## src/rtl/wmf_pkg.sv

```systemverilog
// shared constants, types and helpers of the window minimum filter
package wmf_pkg;

  // storage and field sizes
  localparam int MaxWidth   = 1024;
  localparam int MaxHeight  = 4096;
  localparam int MaxWindow  = 15;
  localparam int PixelBits  = 8;
  localparam int StoreRows  = MaxWindow - 1;
  localparam int WinCap     = ((MaxWindow - 1) / 2) * 2 + 1;
  localparam int ColBits    = $clog2(MaxWidth);
  localparam int RowBits    = $clog2(MaxHeight);
  localparam int WinIdxBits = $clog2(MaxWindow);

  // register field widths
  localparam int WidthRegBits  = 11;
  localparam int HeightRegBits = 13;
  localparam int WinRegBits    = 4;
  localparam int CfgIdxBits    = 2;
  localparam int CfgDataBits   = 13;

  typedef logic [PixelBits-1:0] pixel_t;

  localparam pixel_t PixMax = {PixelBits{1'b1}};

  // configuration register indexes
  typedef enum logic [CfgIdxBits-1:0] {
    RegImageWidth  = 2'd0,
    RegImageHeight = 2'd1,
    RegWinHeight   = 2'd2,
    RegWinWidth    = 2'd3
  } cfg_reg_e;

  // controls from the top level to the line store stage
  typedef struct packed {
    logic load;     // item accepted this cycle
    logic advance;  // whole pipeline moves this cycle
    logic top;      // item lies on the first row of the frame
  } wmf_lm_ctrl_t;

  // controls shared by all horizontal cells
  typedef struct packed {
    logic shift;
    logic clear;
  } wmf_cell_ctrl_t;

  // per-item side information carried down the pipeline
  typedef struct packed {
    logic [ColBits-1:0] col;
    logic [RowBits-1:0] row;
    logic               emit;
    logic               last_in_row;
    logic               last_in_frame;
  } wmf_meta_t;

  function automatic pixel_t pix_min(input pixel_t a, input pixel_t b);
    return (a < b) ? a : b;
  endfunction

endpackage

```

## src/rtl/wmf_min_cell.sv

```systemverilog
// horizontal cell: minimum over the last k+1 column minima
module wmf_min_cell (
  input  logic                    clk_i,
  input  logic                    rst_ni,
  input  wmf_pkg::wmf_cell_ctrl_t ctrl_i,
  input  wmf_pkg::pixel_t         col_min_i,
  input  wmf_pkg::pixel_t         left_i,
  output wmf_pkg::pixel_t         value_o
);
  import wmf_pkg::*;

  pixel_t value_q;

  // fold the new column minimum into the neighbor's previous value
  always_ff @(posedge clk_i or negedge rst_ni) begin
    if (!rst_ni) begin
      value_q <= PixMax;
    end else if (ctrl_i.clear) begin
      value_q <= PixMax;
    end else if (ctrl_i.shift) begin
      value_q <= pix_min(col_min_i, left_i);
    end
  end

  assign value_o = value_q;

endmodule

```

## config.mk

```make
export PLATFORM = sky130hd
export DESIGN_NAME = wmf_min_cell
export DESIGN_NICKNAME = d
export VERILOG_FILES = /design/src/rtl/wmf_pkg.sv /design/src/rtl/wmf_min_cell.sv
export SDC_FILE = /design/constraint.sdc
export NUM_CORES = 1
export LEC_CHECK = 0
export BUFFER_PORTS_ARGS = -buffer_cell sky130_fd_sc_hd__buf_2
export CAP_MARGIN = 25
export CORE_UTILIZATION = 50
export DETAILED_ROUTE_END_ITERATION = 7
export GPL_ROUTABILITY_DRIVEN = 0
export HOLD_SLACK_MARGIN = 0.1
export PLACE_DENSITY = 0.92
export SETUP_SLACK_MARGIN = 0.05
export SLEW_MARGIN = 20
export SYNTH_ARGS = -nofsm -noshare
export SYNTH_HDL_FRONTEND = slang
export SYNTH_SLANG_ARGS = --single-unit
```

## constraint.sdc

```tcl
create_clock -name clk_i -period 1.35 [get_ports clk_i]
set_input_delay 0.2025 -clock clk_i [delete_from_list [all_inputs] [get_ports clk_i]]
set_output_delay 0.2025 -clock clk_i [all_outputs]
set_load 0.03 [all_outputs]
```

==> metrics.log, run 1 <==
INFO  metric ctsRootBufferMaster = sky130_fd_sc_hd__clkbuf_4
INFO  metric worst_endpoint_kind = sequential cell input
INFO  metric syn_area_cell = around 8.6 um2
INFO  metric failed_stage = global routing
INFO  metric synthesis.yosys.warnings = 0
INFO  metric rows = 13
INFO  metric die_h = between 40 and 50 um
INFO  metric ys_seq_area_share = approximately 29%
INFO  metric place.port_buffers = 27
INFO  metric synth_area = between 700 and 800 um2
INFO  metric initial_utilization = between 50% and 60%
INFO  metric cts_buffers = 3
INFO  metric chipWidth = 40.2 um
INFO  metric mappedNetlistNets = between 100 and 150
INFO  metric ctsLongestPathBuffers = 2
INFO  metric boundaryPins = 28
INFO  metric number_of_sinks_driven_by_the_clock_tree = 8
INFO  metric synth_seq_cells = 8
INFO  metric syn_inst = 85
INFO  metric run_status = aborted with a tool error
INFO  metric crit_endpoint = value_o[7]$_DFFE_PN1P_/D
INFO  metric netlist-cell-type-count = 18
INFO  metric first-error = [ERROR DPL-0033] detailed placement checks failed during check placement.
INFO  metric clock_tree.htree_level_count = 1
INFO  metric pin_count_of_the_biggest_net_entering_global_routing = 17
INFO  metric grt_antenna_before_repair = 0
INFO  metric dp_hpwl = ~1.4 mm
-- timing repair --
action,4_1_cts
cloned,2
pin swaps,3
hold endpoints to repair,8
hold buffers,1
endpoints found under the setup margin,8
gates resized for setup,4
buffers inserted,2
-- cells in the mapped netlist, drive strengths merged --
library cell | n | area, um2
a2111oi | 1 | 8.76
a211oi | 9 | 72.6
a21o | 1 | 15.0
a21oi | 2 | 10.0
a311oi | 7 | 105
buf | 3 | 13.8
dfstp | 8 | 210
ha | 7 | 87.6
inv | 7 | 26.3
nand2 | 10 | 37.5
nand2b | 1 | 6.26
nor2 | 24 | 90.1
nor2b | 1 | 6.26
nor3 | 1 | 16.3
o21ai | 2 | 17.5
or2 | 1 | 6.26
-- stage by stage --
step                      TNS (ns)  util [%]  cells  area [um2]  setup slack (ns)
after detailed placement     -2.00      73.6    133         982            -0.297
after floorplan           -0.00385         -     85         774          -0.00385
after global placement       -1.47      73.6    133         982            -0.205
after CTS                        0      80.0    141        1070            0.0342
-- cells by family after synthesis --
kind of cell    count (synthesis)  share of synthesized area, %
buf+inv                        10                          5.49
compound gates                 22                          31.4
fa+ha+maj                       7                          12.0
simple gates                   38                          22.3
flops                           8                          28.8
==> inputs of run 2 (changes only) <==
Settings changed: CORE_AREA set to 2 2 63 65, CORE_UTILIZATION 50 to not set, DIE_AREA set to 0 0 65 67, HOLD_SLACK_MARGIN 0.1 to not set, PLACE_DENSITY 0.92 to not set, PLACE_DENSITY_LB_ADDON set to 0.15, SETUP_SLACK_MARGIN 0.05 to not set.
==> run 2 against run 1 <==
The run now ends clean. Synthesized cell count unchanged. Synthesized area unchanged.
==> metrics.log, run 2 <==
INFO  metric run_status = completed
INFO  metric drc = 0
INFO  metric synthMostInstantiatedCell = sky130_fd_sc_hd__nor2_1
INFO  metric synthDominantAreaCellType = sky130_fd_sc_hd__dfstp_2
INFO  metric wl_per_cell = about 11 um
INFO  metric share_of_the_synthesized_netlist_area_taken_by_xor_and_xnor_gates = 0% (unchanged)
INFO  metric slowest_cell_on_the_critical_path = sky130_fd_sc_hd__ha_1
INFO  metric largest_family_of_logic_cells_by_synthesized_area = compound AO/OA/AOI/OAI gates
INFO  metric die_h = 67 um (+67%)
INFO  metric design_power_total = roughly 0.93 mW
INFO  metric synth_seq_cells = 8 (unchanged)
INFO  metric dp_hpwl = 1.57 mm (+16%)
INFO  metric ctsRootBufferMaster = sky130_fd_sc_hd__clkbuf_8
INFO  metric cts_hold_repair.buffers = 0 (-1)
INFO  metric rsz0062_at_grt = true
INFO  metric crit_path_start_kind = primary input
INFO  metric leftover_overflow_at_the_end_of_global_routing = 0
INFO  metric peak_vdd_ir = ~0.21 mV
INFO  metric final_design_area_no_fill = roughly 1200 um2
INFO  metric regToRegEndpoint = value_o[3]
INFO  metric yosys.area.top_type_share = 28.8% (unchanged)
INFO  metric dpl-instance-area = 1060 um2 (+8.0%)
INFO  metric hold_viol = 0
INFO  metric min-delay-path-class = primary input to asynchronous set/reset pin
INFO  metric synth.cells.most_frequent = sky130_fd_sc_hd__nor2_1, sky130_fd_sc_hd__nand2_1, sky130_fd_sc_hd__a211oi_1, sky130_fd_sc_hd__dfstp_2
INFO  metric cap_viol_max_count = 0
INFO  metric path_cells = buf_2, ha_1, nor2_2, nor3_4, buf_6, a21o_4, a311oi_2
INFO  metric boundaryPins = 28 (unchanged)
INFO  metric ff2ff_path_depth = 2
INFO  metric fp.coreArea = about 3600 um2
INFO  metric crit_buf_inv = 2
INFO  metric number_of_sinks_driven_by_the_clock_tree = 8 (unchanged)
INFO  metric final_net_count = around 160
INFO  metric dr.pass1.iters = 4
INFO  metric clk_pin_slew = approximately 0.040 ns
INFO  metric max_stage_delay = around 0.3 ns
INFO  metric cp-startpoint = col_min_i[3]
INFO  metric pre_cts_slack = -0.282 ns (+0.0153 ns)
INFO  metric share_of_final_layout_standard_cells_stronger_than_drive_strength_1 = approximately three fifths
INFO  metric synthAdderAreaFrac = 12.0% (unchanged)
INFO  metric power-per-cell-area = 789 nW/um2
INFO  metric crit_family = compound AO/OA/AOI/OAI gates
INFO  metric cellLeakagePower = roughly 0.5 nW
INFO  metric place.port_buffers = 27 (unchanged)
INFO  metric finalSetupViolations = 0
INFO  metric mappedNetlistNets = 112 (unchanged)
INFO  metric synthesis.yosys.warnings = 0 (unchanged)
INFO  metric critPathArrivalTime = approximately 1.5 ns
INFO  metric synth_area = 729 um2 (unchanged)
INFO  metric design.die.area = roughly 4400 um2
INFO  metric syn_inst = 85 (unchanged)
INFO  metric worstPathMaxFanout = 8
INFO  metric worstSkewPairLatency = ~0.22 ns
INFO  metric synth_enable_flop_cells = 0 (unchanged)
INFO  metric layout_common_cells = sky130_fd_sc_hd__buf_2, sky130_fd_sc_hd__nor2_1, sky130_fd_sc_hd__buf_4
INFO  metric r2r_setup_slack = 0.49 ns
INFO  metric grt_pass1_wl = 2.88 mm
INFO  metric layout_worst_path_cycle_share = between 90% and 100%
INFO  metric yosys-mux-area-fraction = 0% (unchanged)
INFO  metric final_max_slew_viol_count = 0
INFO  metric grt_util_all_layers = 8.59%
INFO  metric cts_tree = yes
INFO  metric ys_seq_area_share = 28.8% (unchanged)
INFO  metric clock_tree.htree_level_count = 1 (unchanged)
INFO  metric syn_area_cell = 8.58 um2 (unchanged)
INFO  metric max_reg_flops = 8
INFO  metric first_global_vias = 703
INFO  metric finalClockSkew = 0 ns
INFO  metric finalWirelength = 1.86 mm
INFO  metric grt_antenna_before_repair = 0
INFO  metric synth-compound-area-share = 31.4% (unchanged)
INFO  metric timing.fmax = roughly 760 MHz
INFO  metric layout_overhead_on_the_synthesized_area = 60.9%
INFO  metric netlist-cell-type-count = 18 (unchanged)
INFO  metric synth.top_cells.by_area = sky130_fd_sc_hd__dfstp_2, sky130_fd_sc_hd__a311oi_2, sky130_fd_sc_hd__nor2_1
INFO  metric finalWorstSetupSlack = 0.0322 ns
INFO  metric max_slew.worst_pin.slew = between 0.3 and 0.4 ns
INFO  metric pin_count_of_the_biggest_net_entering_global_routing = 15
INFO  metric ant_diodes = 0
INFO  metric asyncSetResetFlopFracSynth = 100% (unchanged)
INFO  metric overall_via_count_from_detail_route = 725
INFO  metric worst-setup-path-type = primary input to flip-flop
INFO  metric rows = 22 (+9)
INFO  metric first_iter_violations = 23
INFO  metric cts_buffers = 3 (unchanged)
INFO  metric synth-simple-area-share = 22.3% (unchanged)
INFO  metric ctsLongestPathBuffers = 2 (unchanged)
INFO  metric relSlewSlack = approximately 76%
INFO  metric chipWidth = 65 um (+62%)
INFO  metric antenna_violating_nets_post_route = 0
INFO  metric required = about 1.5 ns
INFO  metric initial_utilization = 20.2% (-34 points)
INFO  metric cp-end-kind = flip-flop
INFO  metric post-route-min-period = ~1.3 ns
INFO  metric mostFrequentLayoutCell = sky130_fd_sc_hd__buf_2
INFO  metric r2r-start = value_o[3]
INFO  metric synth_ff_type = sky130_fd_sc_hd__dfstp_2
INFO  metric vias_per_cell = just over 4
[run 2: cell counts after synthesis]
Identical to the previous run, type by type.
[run 2: cell type report]
class,instances,area [um2]
clock buffer,3,41.3
fill,394,2430
inverter,7,28.8
multi-input combinational,68,569
sequential,8,210
tap,48,60.1
timing repair buffer,42,264
[run 2: cell families after synthesis]
logic type,count (synthesis)
simple gates,38
compound gates,22
buf+inv,10
flops,8
fa+ha+maj,7
[run 2: worst max path at each step]
stage,end,cells past startpoint
2_1_floorplan,value_o[0],6
3_3_place_gp,value_o[7],8
3_5_place_dp,value_o[0],8
4_1_cts,value_o[0],7
5_1_grt,value_o[4],7
6_report,value_o[2],7
[run 2: metrics by stage]
| stage | util, % | TNS [ns] | cells | hold slack (ns) |
|---|---|---|---|---|
| 2_1_floorplan | - | -0.00385 | 85 | 0.0547 |
| 3_3_place_gp | 29.4 | -1.86 | 171 | 0.258 |
| 3_5_place_dp | 29.4 | -2.08 | 171 | 0.261 |
| 4_1_cts | 30.7 | 0 | 174 | 0.0228 |
| 5_1_grt | 32.5 | -0.0151 | 176 | 0.0406 |
| 6_report | 32.5 | 0 | 176 | 0.0133 |
[run 2: power breakdown]
| group | leakage (nW) | switching [mW] | internal (mW) | total [mW] |
|---|---|---|---|---|
| Clock | 0.0216 | 0.0826 | 0.192 | 0.275 |
| Sequential | 0.0843 | 0.0107 | 0.279 | 0.290 |
| Combinational | 0.386 | 0.208 | 0.154 | 0.362 |
[run 2: metal layers]
layer	vias up	routed length, um	GRT usage, %
met5	-	0	0
met1	312	890	10.5
met4	0	15	5.59
met3	2	123	2.36
met2	20	829	13.1
li1	391	-	-
[run 2: repair_timing]
action                                  4_1_cts  5_1_grt
endpoints found under the setup margin        8        8
gates resized for setup                       3        8
setup buffers                                 0        1
gates cloned                                  0        1
pin swaps                                     1        8
(Power assumes the default switching activity.)
